## config.mk

```make
export PLATFORM = sky130hd
export DESIGN_NAME = rv64_instruction_compressor_core
export DESIGN_NICKNAME = d
export VERILOG_FILES = /design/src/hdl/rv64ic_pkg.sv /design/src/hdl/rv64ic_encoder.sv /design/src/hdl/rv64_instruction_compressor_core.sv
export SDC_FILE = /design/constraint.sdc
export NUM_CORES = 1
export LEC_CHECK = 0
export BUFFER_PORTS_ARGS = -buffer_cell sky130_fd_sc_hd__buf_2
export CAP_MARGIN = 20
export CELL_PAD_IN_SITES_DETAIL_PLACEMENT = 1
export CELL_PAD_IN_SITES_GLOBAL_PLACEMENT = 1
export CORE_MARGIN = 2
export CORE_UTILIZATION = 48
export CTS_CLUSTER_DIAMETER = 150
export DETAILED_ROUTE_END_ITERATION = 8
export PLACE_DENSITY = 0.95
export SLEW_MARGIN = 10
export SYNTH_ARGS = -nofsm -noshare
export SYNTH_HDL_FRONTEND = slang
export SYNTH_HIERARCHICAL = 1
export SYNTH_SLANG_ARGS = --single-unit
```

## constraint.sdc

```tcl
create_clock -name clk -period 5.2 [get_ports clk]
set_clock_uncertainty 0.1 [all_clocks]
set_input_delay 0.52 -clock clk [delete_from_list [all_inputs] [get_ports clk]]
set_output_delay 0.52 -clock clk [all_outputs]
set_load 0.005 [all_outputs]
```

## src/hdl/rv64ic_pkg.sv

```systemverilog
// Shared types and encoding constants for the RV64 instruction compressor.
package rv64ic_pkg;

  // Major opcodes of 32-bit instructions
  localparam logic [6:0] OPC_LUI    = 7'h37;
  localparam logic [6:0] OPC_OP_IMM = 7'h13;
  localparam logic [6:0] OPC_OP     = 7'h33;
  localparam logic [6:0] OPC_OP_32  = 7'h3b;
  localparam logic [6:0] OPC_LOAD   = 7'h03;
  localparam logic [6:0] OPC_STORE  = 7'h23;
  localparam logic [6:0] OPC_LOAD_FP  = 7'h07;
  localparam logic [6:0] OPC_STORE_FP = 7'h27;
  localparam logic [6:0] OPC_JALR   = 7'h67;
  localparam logic [6:0] OPC_SYSTEM = 7'h73;

  localparam logic [31:0] WORD_EBREAK = 32'h0010_0073;

  // funct3 codes of 32-bit instructions
  localparam logic [2:0] F3_ADD  = 3'd0;
  localparam logic [2:0] F3_SLL  = 3'd1;
  localparam logic [2:0] F3_WORD = 3'd2;
  localparam logic [2:0] F3_DBL  = 3'd3;
  localparam logic [2:0] F3_XOR  = 3'd4;
  localparam logic [2:0] F3_SRL  = 3'd5;
  localparam logic [2:0] F3_OR   = 3'd6;
  localparam logic [2:0] F3_AND  = 3'd7;

  localparam logic [6:0] F7_BASE = 7'h00;
  localparam logic [6:0] F7_ALT  = 7'h20;

  localparam logic [5:0] TOP6_LOGICAL = 6'h00;
  localparam logic [5:0] TOP6_ARITH   = 6'h10;

  // Register numbers with a special role
  localparam logic [4:0] REG_ZERO = 5'd0;
  localparam logic [4:0] REG_RA   = 5'd1;
  localparam logic [4:0] REG_SP   = 5'd2;

  // Compressed quadrants
  localparam logic [1:0] Q0 = 2'b00;
  localparam logic [1:0] Q1 = 2'b01;
  localparam logic [1:0] Q2 = 2'b10;

  // Compressed funct3 codes
  localparam logic [2:0] CF3_ADDI4SPN = 3'b000;
  localparam logic [2:0] CF3_ADDI     = 3'b000;
  localparam logic [2:0] CF3_SLLI     = 3'b000;
  localparam logic [2:0] CF3_FLD      = 3'b001;
  localparam logic [2:0] CF3_LW       = 3'b010;
  localparam logic [2:0] CF3_LD       = 3'b011;
  localparam logic [2:0] CF3_LI       = 3'b010;
  localparam logic [2:0] CF3_LUI      = 3'b011;
  localparam logic [2:0] CF3_MISC_ALU = 3'b100;
  localparam logic [2:0] CF3_FSD      = 3'b101;
  localparam logic [2:0] CF3_SW       = 3'b110;
  localparam logic [2:0] CF3_SD       = 3'b111;

  // Sub-opcodes inside the misc-ALU group
  localparam logic [1:0] CALU_SRLI = 2'b00;
  localparam logic [1:0] CALU_SRAI = 2'b01;
  localparam logic [1:0] CALU_ANDI = 2'b10;
  localparam logic [1:0] CALU_REG  = 2'b11;

  localparam logic [1:0] CSEL_SUB = 2'd0;
  localparam logic [1:0] CSEL_XOR = 2'd1;
  localparam logic [1:0] CSEL_OR  = 2'd2;
  localparam logic [1:0] CSEL_AND = 2'd3;
  localparam logic [1:0] CSEL_SUBW = 2'd0;
  localparam logic [1:0] CSEL_ADDW = 2'd1;

  typedef struct packed {
    logic        compressible;
    logic [15:0] short_word;
  } result_t;

endpackage

```

## src/hdl/rv64ic_encoder.sv

```systemverilog
// Combinational mapping of one 32-bit RV64 word to its compressed form.
module rv64ic_encoder (
  input  logic [31:0]        word,
  output rv64ic_pkg::result_t result
);

  function automatic logic [15:0] enc_imm6(input logic [2:0] f3, input logic [4:0] r,
                                           input logic [5:0] v);
    return {f3, v[5], r, v[4:0], rv64ic_pkg::Q1};
  endfunction

  function automatic logic [15:0] enc_cl_d(input logic [2:0] f3, input logic [11:0] off,
                                           input logic [2:0] b, input logic [2:0] r);
    return {f3, off[5:3], b, off[7:6], r, rv64ic_pkg::Q0};
  endfunction

  function automatic logic [15:0] enc_cl_w(input logic [2:0] f3, input logic [11:0] off,
                                           input logic [2:0] b, input logic [2:0] r);
    return {f3, off[5:3], b, off[2], off[6], r, rv64ic_pkg::Q0};
  endfunction

  function automatic logic [15:0] enc_ldsp(input logic [2:0] f3, input logic [11:0] off,
                                           input logic [4:0] r);
    return {f3, off[5], r, off[4:3], off[8:6], rv64ic_pkg::Q2};
  endfunction

  function automatic logic [15:0] enc_sdsp(input logic [2:0] f3, input logic [11:0] off,
                                           input logic [4:0] r);
    return {f3, off[5:3], off[8:6], r, rv64ic_pkg::Q2};
  endfunction

  logic [6:0]  opcode;
  logic [4:0]  rd;
  logic [2:0]  f3;
  logic [4:0]  rs1;
  logic [4:0]  rs2;
  logic [6:0]  f7;
  logic [5:0]  top6;
  logic [5:0]  shamt;
  logic [11:0] imm;
  logic [11:0] simm;
  logic        imm_fits6;
  logic        imm_zero;
  logic        lui_fits6;
  logic        rd_short;
  logic        rs1_short;
  logic        rs2_short;
  logic        rd_eq_rs1;
  // offset range checks, for load immediate and store immediate
  logic        ld_ok504, ld_ok248, ld_ok252, ld_ok124;
  logic        st_ok504, st_ok248, st_ok252, st_ok124;
  logic        ok;
  logic [15:0] hw;
  logic [1:0]  sel;

  assign opcode = word[6:0];
  assign rd     = word[11:7];
  assign f3     = word[14:12];
  assign rs1    = word[19:15];
  assign rs2    = word[24:20];
  assign f7     = word[31:25];
  assign top6   = word[31:26];
  assign shamt  = word[25:20];
  assign imm    = word[31:20];
  assign simm   = {word[31:25], word[11:7]};

  assign imm_fits6 = (imm[11:5] == '0) || (imm[11:5] == '1);
  assign imm_zero  = (imm == '0);
  // sign-extended 20-bit upper immediate lies in [-32, 31]
  assign lui_fits6 = (word[31:17] == '0) || (word[31:17] == '1);
  assign rd_short  = (rd[4:3] == 2'b01);
  assign rs1_short = (rs1[4:3] == 2'b01);
  assign rs2_short = (rs2[4:3] == 2'b01);
  assign rd_eq_rs1 = (rd == rs1);

  assign ld_ok504 = (imm[11:9] == '0) && (imm[2:0] == '0);
  assign ld_ok248 = (imm[11:8] == '0) && (imm[2:0] == '0);
  assign ld_ok252 = (imm[11:8] == '0) && (imm[1:0] == '0);
  assign ld_ok124 = (imm[11:7] == '0) && (imm[1:0] == '0);
  assign st_ok504 = (simm[11:9] == '0) && (simm[2:0] == '0);
  assign st_ok248 = (simm[11:8] == '0) && (simm[2:0] == '0);
  assign st_ok252 = (simm[11:8] == '0) && (simm[1:0] == '0);
  assign st_ok124 = (simm[11:7] == '0) && (simm[1:0] == '0);

  always_comb begin
    ok  = 1'b0;
    hw  = '0;
    sel = rv64ic_pkg::CSEL_SUB;
    case (opcode)
      rv64ic_pkg::OPC_LUI: begin
        if (rd != rv64ic_pkg::REG_ZERO && rd != rv64ic_pkg::REG_SP &&
            word[31:12] != '0 && lui_fits6) begin
          ok = 1'b1;
          hw = enc_imm6(rv64ic_pkg::CF3_LUI, rd, word[17:12]);
        end
      end
      rv64ic_pkg::OPC_OP_IMM: begin
        case (f3)
          rv64ic_pkg::F3_ADD: begin
            // first fit wins: nop, addi, addi16sp, addi4spn, li
            if (rd == rv64ic_pkg::REG_ZERO && rs1 == rv64ic_pkg::REG_ZERO && imm_zero) begin
              ok = 1'b1;
              hw = {rv64ic_pkg::CF3_ADDI, 11'd0, rv64ic_pkg::Q1};
            end else if (rd_eq_rs1 && rd != rv64ic_pkg::REG_ZERO && !imm_zero && imm_fits6) begin
              ok = 1'b1;
              hw = enc_imm6(rv64ic_pkg::CF3_ADDI, rd, imm[5:0]);
            end else if (rd == rv64ic_pkg::REG_SP && rs1 == rv64ic_pkg::REG_SP && !imm_zero &&
                         imm[3:0] == '0 &&
                         (imm[11:9] == '0 || imm[11:9] == '1)) begin
              ok = 1'b1;
              hw = {rv64ic_pkg::CF3_LUI, imm[9], rv64ic_pkg::REG_SP, imm[4], imm[6],
                    imm[8:7], imm[5], rv64ic_pkg::Q1};
            end else if (rs1 == rv64ic_pkg::REG_SP && rd_short && !imm_zero &&
                         imm[11:10] == '0 && imm[1:0] == '0) begin
              ok = 1'b1;
              hw = {rv64ic_pkg::CF3_ADDI4SPN, imm[5:4], imm[9:6], imm[2], imm[3], rd[2:0],
                    rv64ic_pkg::Q0};
            end else if (rs1 == rv64ic_pkg::REG_ZERO && rd != rv64ic_pkg::REG_ZERO &&
                         imm_fits6) begin
              ok = 1'b1;
              hw = enc_imm6(rv64ic_pkg::CF3_LI, rd, imm[5:0]);
            end
          end
          rv64ic_pkg::F3_SLL: begin
            if (top6 == rv64ic_pkg::TOP6_LOGICAL && rd_eq_rs1 &&
                rd != rv64ic_pkg::REG_ZERO && shamt != '0) begin
              ok = 1'b1;
              hw = {rv64ic_pkg::CF3_SLLI, shamt[5], rd, shamt[4:0], rv64ic_pkg::Q2};
            end
          end
          rv64ic_pkg::F3_SRL: begin
            if ((top6 == rv64ic_pkg::TOP6_LOGICAL || top6 == rv64ic_pkg::TOP6_ARITH) &&
                rd_eq_rs1 && rd_short && shamt != '0) begin
              ok = 1'b1;
              hw = {rv64ic_pkg::CF3_MISC_ALU, shamt[5],
                    (top6 == rv64ic_pkg::TOP6_ARITH) ? rv64ic_pkg::CALU_SRAI
                                                     : rv64ic_pkg::CALU_SRLI,
                    rd[2:0], shamt[4:0], rv64ic_pkg::Q1};
            end
          end
          rv64ic_pkg::F3_AND: begin
            if (rd_eq_rs1 && rd_short && imm_fits6) begin
              ok = 1'b1;
              hw = {rv64ic_pkg::CF3_MISC_ALU, imm[5], rv64ic_pkg::CALU_ANDI, rd[2:0],
                    imm[4:0], rv64ic_pkg::Q1};
            end
          end
          default: ok = 1'b0;
        endcase
      end
      rv64ic_pkg::OPC_OP: begin
        if (f7 == rv64ic_pkg::F7_BASE && f3 == rv64ic_pkg::F3_ADD) begin
          if (rd_eq_rs1 && rd != rv64ic_pkg::REG_ZERO && rs2 != rv64ic_pkg::REG_ZERO) begin
            ok = 1'b1;
            hw = {rv64ic_pkg::CF3_MISC_ALU, 1'b1, rd, rs2, rv64ic_pkg::Q2};
          end else if (rs1 == rv64ic_pkg::REG_ZERO && rd != rv64ic_pkg::REG_ZERO &&
                       rs2 != rv64ic_pkg::REG_ZERO) begin
            ok = 1'b1;
            hw = {rv64ic_pkg::CF3_MISC_ALU, 1'b0, rd, rs2, rv64ic_pkg::Q2};
          end
        end else if (rd_eq_rs1 && rd_short && rs2_short) begin
          ok = 1'b1;
          if (f7 == rv64ic_pkg::F7_BASE && f3 == rv64ic_pkg::F3_XOR) begin
            sel = rv64ic_pkg::CSEL_XOR;
          end else if (f7 == rv64ic_pkg::F7_BASE && f3 == rv64ic_pkg::F3_OR) begin
            sel = rv64ic_pkg::CSEL_OR;
          end else if (f7 == rv64ic_pkg::F7_BASE && f3 == rv64ic_pkg::F3_AND) begin
            sel = rv64ic_pkg::CSEL_AND;
          end else if (f7 == rv64ic_pkg::F7_ALT && f3 == rv64ic_pkg::F3_ADD) begin
            sel = rv64ic_pkg::CSEL_SUB;
          end else begin
            ok = 1'b0;
          end
          if (ok) begin
            hw = {rv64ic_pkg::CF3_MISC_ALU, 1'b0, rv64ic_pkg::CALU_REG, rd[2:0], sel,
                  rs2[2:0], rv64ic_pkg::Q1};
          end
        end
      end
      rv64ic_pkg::OPC_OP_32: begin
        if (f3 == rv64ic_pkg::F3_ADD && rd_eq_rs1 && rd_short && rs2_short &&
            (f7 == rv64ic_pkg::F7_BASE || f7 == rv64ic_pkg::F7_ALT)) begin
          ok = 1'b1;
          hw = {rv64ic_pkg::CF3_MISC_ALU, 1'b1, rv64ic_pkg::CALU_REG, rd[2:0],
                (f7 == rv64ic_pkg::F7_BASE) ? rv64ic_pkg::CSEL_ADDW : rv64ic_pkg::CSEL_SUBW,
                rs2[2:0], rv64ic_pkg::Q1};
        end
      end
      rv64ic_pkg::OPC_LOAD: begin
        if (f3 == rv64ic_pkg::F3_DBL) begin
          if (rs1 == rv64ic_pkg::REG_SP && rd != rv64ic_pkg::REG_ZERO) begin
            if (ld_ok504) begin
              ok = 1'b1;
              hw = enc_ldsp(rv64ic_pkg::CF3_LD, imm, rd);
            end
          end else if (rs1_short && rd_short && ld_ok248) begin
            ok = 1'b1;
            hw = enc_cl_d(rv64ic_pkg::CF3_LD, imm, rs1[2:0], rd[2:0]);
          end
        end else if (f3 == rv64ic_pkg::F3_WORD) begin
          if (rs1 == rv64ic_pkg::REG_SP && rd != rv64ic_pkg::REG_ZERO) begin
            if (ld_ok252) begin
              ok = 1'b1;
              hw = {rv64ic_pkg::CF3_LW, imm[5], rd, imm[4:2], imm[7:6], rv64ic_pkg::Q2};
            end
          end else if (rs1_short && rd_short && ld_ok124) begin
            ok = 1'b1;
            hw = enc_cl_w(rv64ic_pkg::CF3_LW, imm, rs1[2:0], rd[2:0]);
          end
        end
      end
      rv64ic_pkg::OPC_STORE: begin
        if (f3 == rv64ic_pkg::F3_DBL) begin
          if (rs1 == rv64ic_pkg::REG_SP) begin
            if (st_ok504) begin
              ok = 1'b1;
              hw = enc_sdsp(rv64ic_pkg::CF3_SD, simm, rs2);
            end
          end else if (rs1_short && rs2_short && st_ok248) begin
            ok = 1'b1;
            hw = enc_cl_d(rv64ic_pkg::CF3_SD, simm, rs1[2:0], rs2[2:0]);
          end
        end else if (f3 == rv64ic_pkg::F3_WORD) begin
          if (rs1 == rv64ic_pkg::REG_SP) begin
            if (st_ok252) begin
              ok = 1'b1;
              hw = {rv64ic_pkg::CF3_SW, simm[5:2], simm[7:6], rs2, rv64ic_pkg::Q2};
            end
          end else if (rs1_short && rs2_short && st_ok124) begin
            ok = 1'b1;
            hw = enc_cl_w(rv64ic_pkg::CF3_SW, simm, rs1[2:0], rs2[2:0]);
          end
        end
      end
      rv64ic_pkg::OPC_LOAD_FP: begin
        if (f3 == rv64ic_pkg::F3_DBL) begin
          if (rs1 == rv64ic_pkg::REG_SP) begin
            if (ld_ok504) begin
              ok = 1'b1;
              hw = enc_ldsp(rv64ic_pkg::CF3_FLD, imm, rd);
            end
          end else if (rs1_short && rd_short && ld_ok248) begin
            ok = 1'b1;
            hw = enc_cl_d(rv64ic_pkg::CF3_FLD, imm, rs1[2:0], rd[2:0]);
          end
        end
      end
      rv64ic_pkg::OPC_STORE_FP: begin
        if (f3 == rv64ic_pkg::F3_DBL) begin
          if (rs1 == rv64ic_pkg::REG_SP) begin
            if (st_ok504) begin
              ok = 1'b1;
              hw = enc_sdsp(rv64ic_pkg::CF3_FSD, simm, rs2);
            end
          end else if (rs1_short && rs2_short && st_ok248) begin
            ok = 1'b1;
            hw = enc_cl_d(rv64ic_pkg::CF3_FSD, simm, rs1[2:0], rs2[2:0]);
          end
        end
      end
      rv64ic_pkg::OPC_JALR: begin
        if (f3 == rv64ic_pkg::F3_ADD && imm_zero && rs1 != rv64ic_pkg::REG_ZERO &&
            (rd == rv64ic_pkg::REG_ZERO || rd == rv64ic_pkg::REG_RA)) begin
          ok = 1'b1;
          hw = {rv64ic_pkg::CF3_MISC_ALU, rd[0], rs1, rv64ic_pkg::REG_ZERO, rv64ic_pkg::Q2};
        end
      end
      rv64ic_pkg::OPC_SYSTEM: begin
        if (word == rv64ic_pkg::WORD_EBREAK) begin
          ok = 1'b1;
          hw = {rv64ic_pkg::CF3_MISC_ALU, 1'b1, rv64ic_pkg::REG_ZERO, rv64ic_pkg::REG_ZERO,
                rv64ic_pkg::Q2};
        end
      end
      default: ok = 1'b0;
    endcase
  end

  assign result.compressible = ok;
  assign result.short_word   = ok ? hw : '0;

endmodule

```

## src/hdl/rv64_instruction_compressor_core.sv

```systemverilog
// Top level of the RV64 instruction compressor: input register, encoder, result register.
//
//   channel  | handshake            | payload
//   ---------+----------------------+----------------------------
//   input    | in_valid / in_ready  | instr_word[31:0]
//   output   | out_valid / out_ready| compressible, short_word[15:0]
//
// One word per cycle while the output accepts; a result passes through the input register,
// the encoder logic and the result register in that order before it is offered on the output.
// Synchronous active-high rst empties both stages; payload registers are not reset.
// A stall on the output holds the result register and backs up into the input
// register; each stage refills in the cycle its content moves on.
module rv64_instruction_compressor_core (
  input  logic        clk,
  input  logic        rst,
  input  logic        in_valid,
  output logic        in_ready,
  input  logic [31:0] instr_word,
  output logic        out_valid,
  input  logic        out_ready,
  output logic        compressible,
  output logic [15:0] short_word
);

  logic                word_valid;
  logic [31:0]         word;
  logic                res_valid;
  rv64ic_pkg::result_t res;
  rv64ic_pkg::result_t enc_result;
  logic                res_load;
  logic                word_load;

  rv64ic_encoder u_encoder (
    .word   (word),
    .result (enc_result)
  );

  // advance a stage when it is empty or its content moves on this cycle
  assign res_load  = !res_valid || out_ready;
  assign in_ready  = !word_valid || res_load;
  assign word_load = in_valid && in_ready;

  always_ff @(posedge clk) begin
    if (rst) begin
      word_valid <= 1'b0;
      res_valid  <= 1'b0;
    end else begin
      if (in_ready) begin
        word_valid <= in_valid;
      end
      if (res_load) begin
        res_valid <= word_valid;
      end
    end
  end

  always_ff @(posedge clk) begin
    if (word_load) begin
      word <= instr_word;
    end
    if (res_load && word_valid) begin
      res <= enc_result;
    end
  end

  assign out_valid    = res_valid;
  assign compressible = res.compressible;
  assign short_word   = res.short_word;

endmodule
```

==> results by group, run 1 <==
Run status
  • Result of the run: completed

Layout
  • Core Util, Final: 56.0%
  • Share of cells above drive strength 1: 21.6%
  • Non-filler instance count after layout: 525
  • Final non-filler cell area: 0.00411 mm2
  • Diode insertion count for antenna repair: 0
  • Area delta synth->final: 11.4%
  • Total Nets Final: 461

CTS
  • TritonCTS clock tree: yes
  • Cts bufs inserted: 5
  • CTS Hold Buffers Added: 0
  • Setup repair bufs after CTS: 0
  • Clock root cell: clkbuf_8
  • CTS max path bufs: 2
  • Worst-skew pair later-pin latency: 310 ps
  • Number of H-tree levels: 2
  • Clock Sinks: 51
  • Post-cts repair resize count: 0
  • Clock edge transition at the registers on the reported setup and hold paths: 100 ps

Routing
  • Total length of routed met3 wires: 1810 um
  • Detail-routed net length per standard cell: 28.7 um
  • Detailed Route Iter0 Violations: 746
  • Met2 layer wire length in the routed design: 7000 um
  • Total vias in the final route: 3951
  • Length of routed wiring on met1: 5580 um
  • Number of antenna-violating nets in the routed design: 0
  • Top Metal Used: met4
  • Count of unresolved DRC violations after routing: 0
  • Via count normalized by instance count: 7.53
  • Overall routed net length: 15100 um
  • 1st-pass router iterations: 6

Synth
  • Largest cells by area after synthesis: edfxtp_1 (40%), nor2_1 (3.1%), o21ai_0 (2.7%)
  • Synth Register Bits: 51
  • Top FF cell, synth: edfxtp_1
  • Largest area contributor in the netlist: edfxtp_1
  • Top cell type's share of synthesized area: 39.9%
  • Fraction of registers with async set/reset: 0%
  • Top cell types by occurrence after synthesis: edfxtp_1 (49), nor2_1 (30), nand2_1 (21)
  • Netlist area before placement: 0.00368 mm2
  • Syn. warnings: 6
  • Count of flip-flops with a built-in enable after synthesis: 49
  • Unique masters post-synth: 77
  • Fraction of the yosys area taken by sequential cells: 41.0%
  • Post-Synthesis Mean Instance Area: 9.55 um2
  • Post-synthesis cell count: 386
  • Leading cell type by number of instances after synthesis: edfxtp_1
  • Synthesized netlist net count: 422

Placed design
  • Instance area after placement: 0.00400 mm2
  • DP Wirelength: 11100 um
  • Cell count after placement: 517
  • PortBufs: 54
  • Minimum setup slack after placement: 1660 ps
  • Last weighted congestion value of the routability-driven placer: 1.02

STA
  • Number of endpoints with negative hold slack in the final report: 0
  • WHS: 272 ps
  • Post-route worst setup slack: 1420 ps
  • Number of pins exceeding their max-slew limit in the final report: 0
  • Slew at the pin with the worst max-slew slack: 1070 ps
  • Max-Slew Margin vs Limit: 27.9%
  • Number of endpoints failing setup at the final stage: 0
  • Total negative slack for setup checks: 0 ps
  • Crit path time final: 3780 ps
  • Maximum achievable frequency: 265 MHz
  • Portion of the clock cycle consumed by the worst path in the final layout: 72.7%
  • Setup repair after global routing missed its margin: no

Critical path
  • Nature of the critical path endpoint: flip-flop
  • Crit-path max FO: 10
  • Worst EP arrival: 3860 ps
  • Number of cell instances on the worst register-to-register path: 7
  • Worst setup path category: reg -> reg
  • Endpoint required time on the critical path: 5280 ps
  • Kind of start point of the critical path: flip-flop

Min path
  • Class of the tightest hold or removal check: in -> reg
  • Cell count of the worst hold path: 2

GRT
  • Global-route wire length before repair: 23200 um
  • Pin count of the biggest net entering global routing: 33
  • GRT Overall Usage: 36.3%
  • Overflow after GRT: 0
  • Number of global-route vias before repair: 3976
  • Number of antenna violations at the first check in global routing: 0

Power and ir drop
  • IR Drop Worst-Case VDD: 175 uV
  • Pleak: 1.38 nW
  • Overall Power: 887 uW
  • Total power divided by cell area: 216 mW/mm2

Floorplanning
  • Floorplan die width: 91.6 um
  • Area of the core: 0.00733 mm2
  • Vertical die dimension: 91.6 um
  • Ports placed on the boundary: 55
  • Site row count: 31
  • Die area: 0.00839 mm2
  • Starting density of the core: 50.3%

Run
  • Max capacitance violation total: 0
==> per-layer routing <==
| layer | vias to the layer above | GRT usage (%) |
|---|---|---|
| met5 | - | 0 |
| met4 | 0 | 15.5 |
| met1 | 1882 | 47.5 |
| met2 | 358 | 58.0 |
| met3 | 68 | 7.89 |
| li1 | 1643 | - |
==> power breakdown <==
group	leakage (nW)	switching, mW	internal [mW]	total (mW)
clock network	0.0524	0.139	0.144	0.284
registers	0.478	0.0520	0.475	0.527
logic	0.854	0.0438	0.0326	0.0764
==> layout by cell type (no fill, tap or decap), drive strengths merged, types with 3 or more instances in the layout <==
cell    Yosys  layout
a221o       4       4
nor2       31      31
o21ai      24      24
a31oi       7       7
edfxtp     49      49
and4        4       4
o22ai       8       8
nand3b      5       5
and2        9       9
o211ai      7       7
a21oi      19      19
buf        11      60
nand2      22      22
o221ai      3       3
nor4bb      3       3
inv        12      12
nor3       10      10
a32oi       5       5
nor4       15      15
a222oi      8       8
and3        6       6
nand2b      5       5
a21o        4       4
or4         8       8
nand3      16      16
xor2        4       4
nand4       7       7
or3         7       7
clkbuf     17       7
a22oi       8       8
nor4b       3       3
a2111o      5       5
==> kinds of logic (layout without fill, tap and decap cells) <==
logic type	after synthesis	count (layout)	synth area share [%]
AOI/OAI and AO/OA	125	125	24.9
DFF	51	51	41.0
muxes	2	2	0.543
buffers and inverters	40	80	4.48
and+or+nand+nor	163	163	27.9
xor gates and xnor gates	5	5	1.19
==> state kept, by name, summed over array words and instances, names as in the netlist <==
name and count:
compressible 1, out_valid 1, short_word 16, word 32
word_valid 1
==> cell type report <==
cell class / instances / area, um2
Clock buffer: 7 / 76.3
Tap cell: 99 / 124
Fill cell: 838 / 3230
Inverter: 12 / 45.0
Timing Repair Buffer: 60 / 310
Multi-Input combinational cell: 295 / 2010
Clock inverter: 1 / 30.0
Sequential cell: 51 / 1510
==> critical path, cell delays in order, from the launching register on <==
cell and delay, ps:
edfxtp_1 580, nor3_1 880, nand2_1 280, nor4_1 880
and2_1 320, a21oi_1 80, a31oi_1 360, a2111o_1 180
==> worst paths after layout <==
check / start / slack [ps] / to
worst min-delay path: rst / 270 / word_valid$_SDFFE_PP0P_
worst min register to register: word_valid$_SDFFE_PP0P_ / 410 / out_valid$_SDFFE_PP0P_
worst max register to register: word[31]$_DFFE_PP_ / 1420 / short_word[7]$_DFFE_PP_
worst max-delay path: word[31]$_DFFE_PP_ / 1420 / short_word[7]$_DFFE_PP_
(Power assumes the default switching activity.)
==> run 2, diff against run 1 <==
--- a/config.mk
+++ b/config.mk
@@ -10,10 +10,10 @@
 export CELL_PAD_IN_SITES_DETAIL_PLACEMENT = 1
 export CELL_PAD_IN_SITES_GLOBAL_PLACEMENT = 1
 export CORE_MARGIN = 2
-export CORE_UTILIZATION = 48
+export CORE_UTILIZATION = 40
 export CTS_CLUSTER_DIAMETER = 150
 export DETAILED_ROUTE_END_ITERATION = 8
-export PLACE_DENSITY = 0.95
+export PLACE_DENSITY = 0.89
 export SLEW_MARGIN = 10
 export SYNTH_ARGS = -nofsm -noshare
 export SYNTH_HDL_FRONTEND = slang
==> constraint.sdc (replaced) <==
create_clock -name clk -period 3.1 [get_ports clk]
set_clock_uncertainty 0.1 [all_clocks]
set_input_delay 0.31 -clock clk [delete_from_list [all_inputs] [get_ports clk]]
set_output_delay 0.31 -clock clk [all_outputs]
set_load 0.005 [all_outputs]
==> results by group, run 2 (synthesis results as in run 1) <==
Critical path
  • Standard cell with the maximum stage delay on the critical path: or3_1
  • Worst setup path category: reg -> reg
  • Endpoint required time on the critical path: 3070 ps (-2210 ps)
  • Worst r2r dst: short_word[6]$_DFFE_PP_
  • R2R Path Start: word[9]$_DFFE_PP_
  • Count of buffering cells on the critical path with inverters included: 1 (+1)
  • R2R setup slack: 80 ps (-1340 ps)
  • Kind of start point of the critical path: flip-flop
  • Worst EP arrival: 2980 ps (-880 ps)
  • Nature of the critical path endpoint: flip-flop
  • Number of cell instances on the worst register-to-register path: 8 (+1)
  • Top Family by Delay on Critical Path: simple AND/OR/NAND/NOR gates
  • Longest individual stage delay on the worst path: 500 ps (-380 ps)
  • Crit-path max FO: 5 (-5)
  • Worst path cell trace: or3_1, or2_2, buf_4, and2_1, a22o_1, a222oi_1, o21ai_0, a2111o_1

GRT
  • Pin count of the biggest net entering global routing: 33 (unchanged)
  • Global-route wire length before repair: 24000 um (+3.4%)
  • GRT Overall Usage: 32.3% (-4.0 points)
  • Number of antenna violations at the first check in global routing: 0 (unchanged)
  • Number of global-route vias before repair: 4270 (+7.4%)
  • Overflow after GRT: 0 (unchanged)

Layout
  • Commonest non-fill, non-tap cells in the layout: buf_4 (85), buf_2 (54), edfxtp_1 (49), nor2_1 (30), nand2_1 (21)
  • Number of flip-flops under the largest register name: 32 (unchanged)
  • Number of filler cells placed in the layout: 1089 (+30%)
  • Share of cells above drive strength 1: 34.9% (+13 points)
  • Leading cell type in the layout, fill and taps excluded: buf_4
  • Total Nets Final: 540 (+17%)
  • Area delta synth->final: 29.0%
  • Final non-filler cell area: 0.00475 mm2 (+16%)
  • Diode insertion count for antenna repair: 0 (unchanged)
  • Largest reg by FF count: word

Floorplanning
  • Floorplan die width: 100 um (+9.1%)
  • Die area: 0.0100 mm2 (+19%)
  • Area of the core: 0.00911 mm2 (+24%)
  • Vertical die dimension: 100 um (+9.1%)
  • Ports placed on the boundary: 55 (unchanged)
  • Starting density of the core: 40.5% (-9.8 points)
  • Site row count: 35 (+13%)

Min path
  • Class of the tightest hold or removal check: in -> reg
  • Endpoint, Worst Hold: word_valid$_SDFFE_PP0P_
  • Hold path startpoint: rst
  • Cell count of the worst hold path: 2 (unchanged)

Power and ir drop
  • Overall Power: 1.53 mW (+73%)
  • Total power divided by cell area: 322 mW/mm2 (+49%)
  • Pleak: 1.78 nW (+29%)
  • IR Drop Worst-Case VDD: 220 uV (+26%)

Routing
  • Total vias in the final route: 4187 (+6.0%)
  • Count of unresolved DRC violations after routing: 0 (unchanged)
  • Overall routed net length: 16000 um (+5.9%)
  • Detail-routed net length per standard cell: 25.9 um (-9.7%)
  • Detailed Route Iter0 Violations: 429 (-42%)
  • Via count normalized by instance count: 6.80 (-9.7%)
  • 1st-pass router iterations: 6 (unchanged)
  • Number of antenna-violating nets in the routed design: 0 (unchanged)

Placed design
  • DP Wirelength: 12500 um (+12%)
  • PortBufs: 54 (unchanged)
  • Last weighted congestion value of the routability-driven placer: 0.974 (-4.5%)
  • Instance area after placement: 0.00461 mm2 (+15%)

CTS
  • Setup repair bufs after CTS: 0 (unchanged)
  • CTS max path bufs: 2 (unchanged)
  • CTS Hold Buffers Added: 0 (unchanged)
  • Clock Sinks: 51 (unchanged)
  • TritonCTS clock tree: yes
  • Number of H-tree levels: 2 (unchanged)
  • Clock edge transition at the registers on the reported setup and hold paths: 110 ps (about the same)
  • Worst-skew pair later-pin latency: 310 ps (about the same)
  • Post-cts repair resize count: 0 (unchanged)
  • Cts bufs inserted: 5 (unchanged)
  • Clock root cell: clkbuf_8

STA
  • Portion of the clock cycle consumed by the worst path in the final layout: 97.4% (+25 points)
  • Maximum achievable frequency: 331 MHz (+25%)
  • Crit path time final: 3020 ps (-761 ps)
  • Max-Slew Margin vs Limit: 49.7% (+22 points)
  • Number of pins exceeding their max-slew limit in the final report: 0 (unchanged)
  • Slew at the pin with the worst max-slew slack: 748 ps (-325 ps)
  • Number of endpoints failing setup at the final stage: 0 (unchanged)
  • Number of endpoints with negative hold slack in the final report: 0 (unchanged)

Run
  • Max capacitance violation total: 0 (unchanged)

Run status
  • Result of the run: completed
-- run 2: how the worst max path moves through the flow --
stage | cells past startpoint | to | from | slack [ps]
after global placement | 8 | short_word[4]$_DFFE_PP_ | word[15]$_DFFE_PP_ | 150
after floorplan | 7 | short_word[11]$_DFFE_PP_ | word[15]$_DFFE_PP_ | 250
after CTS | 8 | short_word[4]$_DFFE_PP_ | word[15]$_DFFE_PP_ | 50
after detailed placement | 8 | short_word[4]$_DFFE_PP_ | word[15]$_DFFE_PP_ | 100
after global routing | 8 | short_word[11]$_DFFE_PP_ | word[9]$_DFFE_PP_ | -30
final | 8 | short_word[6]$_DFFE_PP_ | word[9]$_DFFE_PP_ | 80
-- run 2: area by class of cell --
type	instances	area, um2	area share (%)
well taps	111	139	2.92
repair buffers	139	908	19.1
inverters	12	45.0	0.948
clock inverters	3	38.8	0.816
clock buffers	5	68.8	1.45
multi-input cells	295	2040	42.9
flip-flops and latches	51	1510	31.8
-- run 2: through the flow --
| step | TNS [ps] | utilization (%) | instances | worst slack [ps] | hold slack (ps) |
|---|---|---|---|---|---|
| after detailed placement | 0 | 50.6 | 608 | 97.9 | 386 |
| after global placement | 0 | 50.6 | 608 | 148 | 370 |
| after CTS | 0 | 51.8 | 616 | 46.3 | 55.9 |
| final | 0 | 52.2 | 616 | 81.6 | 62.8 |
| after floorplan | 0 | - | 386 | 255 | 272 |
| after global routing | -26.3 | 52.2 | 616 | -26.3 | 53.6 |
-- run 2: worst reg2reg max path, delay by kind of cell, from the launching register on --
kind | cells | cell delay (ps)
simple gates | 3 | 1100
compound gates | 4 | 950
flops | 1 | 440
buf+inv | 1 | 170
-- run 2: where the power goes --
| group | internal [mW] | switching [mW] | total [mW] | leakage, nW |
|---|---|---|---|---|
| combinational | 0.0857 | 0.136 | 0.222 | 1.25 |
| sequential | 0.796 | 0.0354 | 0.832 | 0.478 |
| clock | 0.237 | 0.240 | 0.478 | 0.0556 |
| total | 1.12 | 0.412 | 1.53 | 1.78 |
-- run 2: per-layer routing --
metal  GRT usage (%)  wire length, um  up-vias
met4            15.5              845        0
met2            55.7             7750      277
met5               0                0        -
met3            3.97             1240       62
li1                -                -     1798
met1            40.1             6140     2050
==> run 3, diff against run 2 <==
--- a/config.mk
+++ b/config.mk
@@ -5,12 +5,13 @@
 export SDC_FILE = /design/constraint.sdc
 export NUM_CORES = 1
 export LEC_CHECK = 0
+export ABC_AREA = 1
 export BUFFER_PORTS_ARGS = -buffer_cell sky130_fd_sc_hd__buf_2
 export CAP_MARGIN = 20
 export CELL_PAD_IN_SITES_DETAIL_PLACEMENT = 1
 export CELL_PAD_IN_SITES_GLOBAL_PLACEMENT = 1
 export CORE_MARGIN = 2
-export CORE_UTILIZATION = 40
+export CORE_UTILIZATION = 38
 export CTS_CLUSTER_DIAMETER = 150
 export DETAILED_ROUTE_END_ITERATION = 8
 export PLACE_DENSITY = 0.89
==> constraint.sdc (replaced) <==
create_clock -name clk -period 2.7 [get_ports clk]
set_clock_uncertainty 0.1 [all_clocks]
set_input_delay 0.27 -clock clk [delete_from_list [all_inputs] [get_ports clk]]
set_output_delay 0.27 -clock clk [all_outputs]
set_load 0.005 [all_outputs]
==> results by group, run 3 <==
Run status
  • Result of the run: completed

Min path
  • Class of the tightest hold or removal check: in -> reg

STA
  • WHS: 33.2 ps (-29.6 ps)
  • Setup repair after global routing missed its margin: no
  • Maximum achievable frequency: 393 MHz (+19%)
  • Max-Slew Margin vs Limit: 62.0% (+12 points)
  • Number of endpoints with negative hold slack in the final report: 0 (unchanged)
  • Number of endpoints failing setup at the final stage: 0 (unchanged)
  • Post-route worst setup slack: 155 ps (+73.8 ps)
  • Crit path time final: 2540 ps (-474 ps)
  • Slew at the pin with the worst max-slew slack: 565 ps (-183 ps)
  • Total negative slack for setup checks: 0 ps (unchanged)
  • Number of pins exceeding their max-slew limit in the final report: 0 (unchanged)
  • Portion of the clock cycle consumed by the worst path in the final layout: 94.2% (-3.1 points)

GRT
  • Number of antenna violations at the first check in global routing: 0 (unchanged)
  • Pin count of the biggest net entering global routing: 33 (unchanged)
  • Number of global-route vias before repair: 5392 (+26%)
  • Overflow after GRT: 0 (unchanged)
  • GRT Overall Usage: 31.3% (-0.97 points)
  • Global-route wire length before repair: 30000 um (+25%)

Placed design
  • Minimum setup slack after placement: 132 ps (+34.2 ps)
  • PortBufs: 54 (unchanged)
  • DP Wirelength: 15800 um (+26%)
  • Last weighted congestion value of the routability-driven placer: 1.04 (+6.8%)

Run
  • Max capacitance violation total: 0 (unchanged)

Critical path
  • Worst EP arrival: 2600 ps (-380 ps)
  • Longest individual stage delay on the worst path: 450 ps (-50 ps)
  • Nature of the critical path endpoint: flip-flop
  • Kind of start point of the critical path: flip-flop
  • Crit-path max FO: 4 (-1)
  • Worst path cell trace: nor2_2, nand4_1, nor2_1, nand2_1, a21oi_1, a21oi_1, nand2_1, nor3_1, nand3b_1
  • Endpoint required time on the critical path: 2760 ps (-310 ps)
  • Standard cell with the maximum stage delay on the critical path: edfxtp_1
  • Worst setup path category: reg -> reg

Floorplanning
  • Ports placed on the boundary: 55 (unchanged)
  • Site row count: 39 (+11%)
  • Floorplan die width: 112 um (+12%)
  • Starting density of the core: 39.0% (-1.4 points)
  • Die area: 0.0126 mm2 (+26%)
  • Vertical die dimension: 112 um (+12%)
  • Area of the core: 0.0114 mm2 (+25%)

Routing
  • Total vias in the final route: 5255 (+26%)
  • Detailed Route Iter0 Violations: 400 (-6.8%)
  • Detail-routed net length per standard cell: 21.6 um (-17%)
  • Number of antenna-violating nets in the routed design: 0 (unchanged)
  • Via count normalized by instance count: 5.82 (-14%)
  • Count of unresolved DRC violations after routing: 0 (unchanged)
  • Overall routed net length: 19500 um (+22%)
  • 1st-pass router iterations: 5 (-1)

Power and ir drop
  • IR Drop Worst-Case VDD: 394 uV (+79%)
  • Pleak: 2.48 nW (+39%)
  • Total power divided by cell area: 356 mW/mm2 (+10%)

Layout
  • Area delta synth->final: 19.3%
  • Number of flip-flops under the largest register name: 32 (unchanged)
  • Largest reg by FF count: word
  • Diode insertion count for antenna repair: 0 (unchanged)
  • Storage cell area: 0.00151 mm2 (unchanged)
  • Area of the multi-input gates: 0.00254 mm2 (+25%)
  • Number of filler cells placed in the layout: 1577 (+45%)
  • Total Nets Final: 795 (+47%)
  • Commonest non-fill, non-tap cells in the layout: nand2_1 (191), nor2_1 (87), nand3_1 (67), inv_1 (59), buf_2 (54)
  • Leading cell type in the layout, fill and taps excluded: nand2_1
  • Share of cells above drive strength 1: 23.0% (-12 points)

Synth
  • Post-Synthesis Mean Instance Area: 6.71 um2 (-30%)
  • Syn. warnings: 6 (unchanged)
  • Netlist area before placement: 0.00446 mm2 (+21%)
  • Fraction of the yosys area taken by sequential cells: 33.9% (-7.1 points)
  • Leading cell type by number of instances after synthesis: nand2_1
  • Top FF cell, synth: edfxtp_1
  • Unique masters post-synth: 41 (-47%)
  • Largest area contributor in the netlist: edfxtp_1
  • Synthesized netlist net count: 700 (+66%)
  • Top cell types by occurrence after synthesis: nand2_1 (191), nor2_1 (87), nand3_1 (67)
  • Post-synthesis cell count: 664 (+72%)
  • Largest cells by area after synthesis: edfxtp_1 (33%), nand2_1 (16%), nand3_1 (7.5%)
  • Top cell type's share of synthesized area: 33.0% (-6.9 points)
  • Synth Register Bits: 51 (unchanged)
  • Count of flip-flops with a built-in enable after synthesis: 49 (unchanged)
  • Fraction of registers with async set/reset: 0% (unchanged)

CTS
  • TritonCTS clock tree: yes
  • Clock edge transition at the registers on the reported setup and hold paths: 70 ps (-40 ps)
  • Clock root cell: clkbuf_16
  • Number of H-tree levels: 2 (unchanged)
  • Cts bufs inserted: 5 (unchanged)
  • CTS Hold Buffers Added: 0 (unchanged)
  • Clock Sinks: 51 (unchanged)
  • CTS max path bufs: 2 (unchanged)
  • Worst-skew pair later-pin latency: 310 ps (about the same)
[run 3: changes by cell type in the layout (fill, tap and decap cells not counted), moves of 13 or more]
cell / change
nor2_1: +57
buf_4: -36
inv_1: +47
nand2_1: +170
nand4_1: +16
nand3_1: +51
o21ai_0: +18
inv_2: +15
nor2_2: +13
[run 3: area by class of cell]
cell class,instances,area share [%]
clock buffers,7,2.68
clock inverters,1,0.165
inverters,77,5.53
multi-input cells,521,47.8
flip-flops and latches,51,28.4
well taps,143,3.36
repair buffers,103,12.0
[run 3: repair_timing]
item,CTS,global route
setup endpoints to repair,0,9
resized for setup,0,2
setup buffers,0,7
[run 3: layer usage]
layer / GRT usage, % / share of wire, % / up-vias
met5: 0 / 0 / -
met4: 17.9 / 6.4 / 0
met3: 5.56 / 8.1 / 73
met2: 49.8 / 46 / 297
met1: 40.1 / 40 / 2486
li1: - / - / 2399
[run 3: cells by family (layout without fill, tap and decap cells)]
family | count (synthesis) | in the layout | synth area share, %
AOI/OAI and AO/OA | 84 | 84 | 10.4
xor gates and xnor gates | 1 | 1 | 0.365
buffers and inverters | 93 | 188 | 9.40
DFF | 51 | 51 | 33.9
and+or+nand+nor | 435 | 436 | 45.9
[run 3: stage by stage]
stage | cells | util [%] | power (mW) | instance area, um2
after floorplan | 664 | - | 1.09 | 4460
final | 903 | 46.6 | 1.89 | 5320
after CTS | 895 | 46.0 | 1.90 | 5250
after global placement | 887 | 44.6 | 1.21 | 5100
after detailed placement | 887 | 44.6 | 1.23 | 5100
after global routing | 903 | 46.6 | 1.95 | 5320
[run 3: power by group]
group	internal (mW)	switching (mW)	total, mW
sequential	0.908	0.0417	0.950
clock	0.372	0.297	0.668
combinational	0.0877	0.186	0.274
total	1.37	0.525	1.89
[run 3: critical path: cells and delay by family (launching register included)]
family | cells | cell delay, ps
AND/OR/NAND/NOR | 7 | 1360
AO/OA/AOI/OAI | 2 | 480
flip-flops | 1 | 450
[run 3: path summary, 6_finish.rpt]
path / start / slack [ps] / cells after the start / endpoint
worst max-delay path: word[30]$_DFFE_PP_ / 160 / 9 / short_word[5]$_DFFE_PP_
worst min register to register: word_valid$_SDFFE_PP0P_ / 400 / 2 / word_valid$_SDFFE_PP0P_
worst max register to register: word[30]$_DFFE_PP_ / 160 / 9 / short_word[5]$_DFFE_PP_
worst min-delay path: instr_word[3] / 30 / 1 / word[3]$_DFFE_PP_
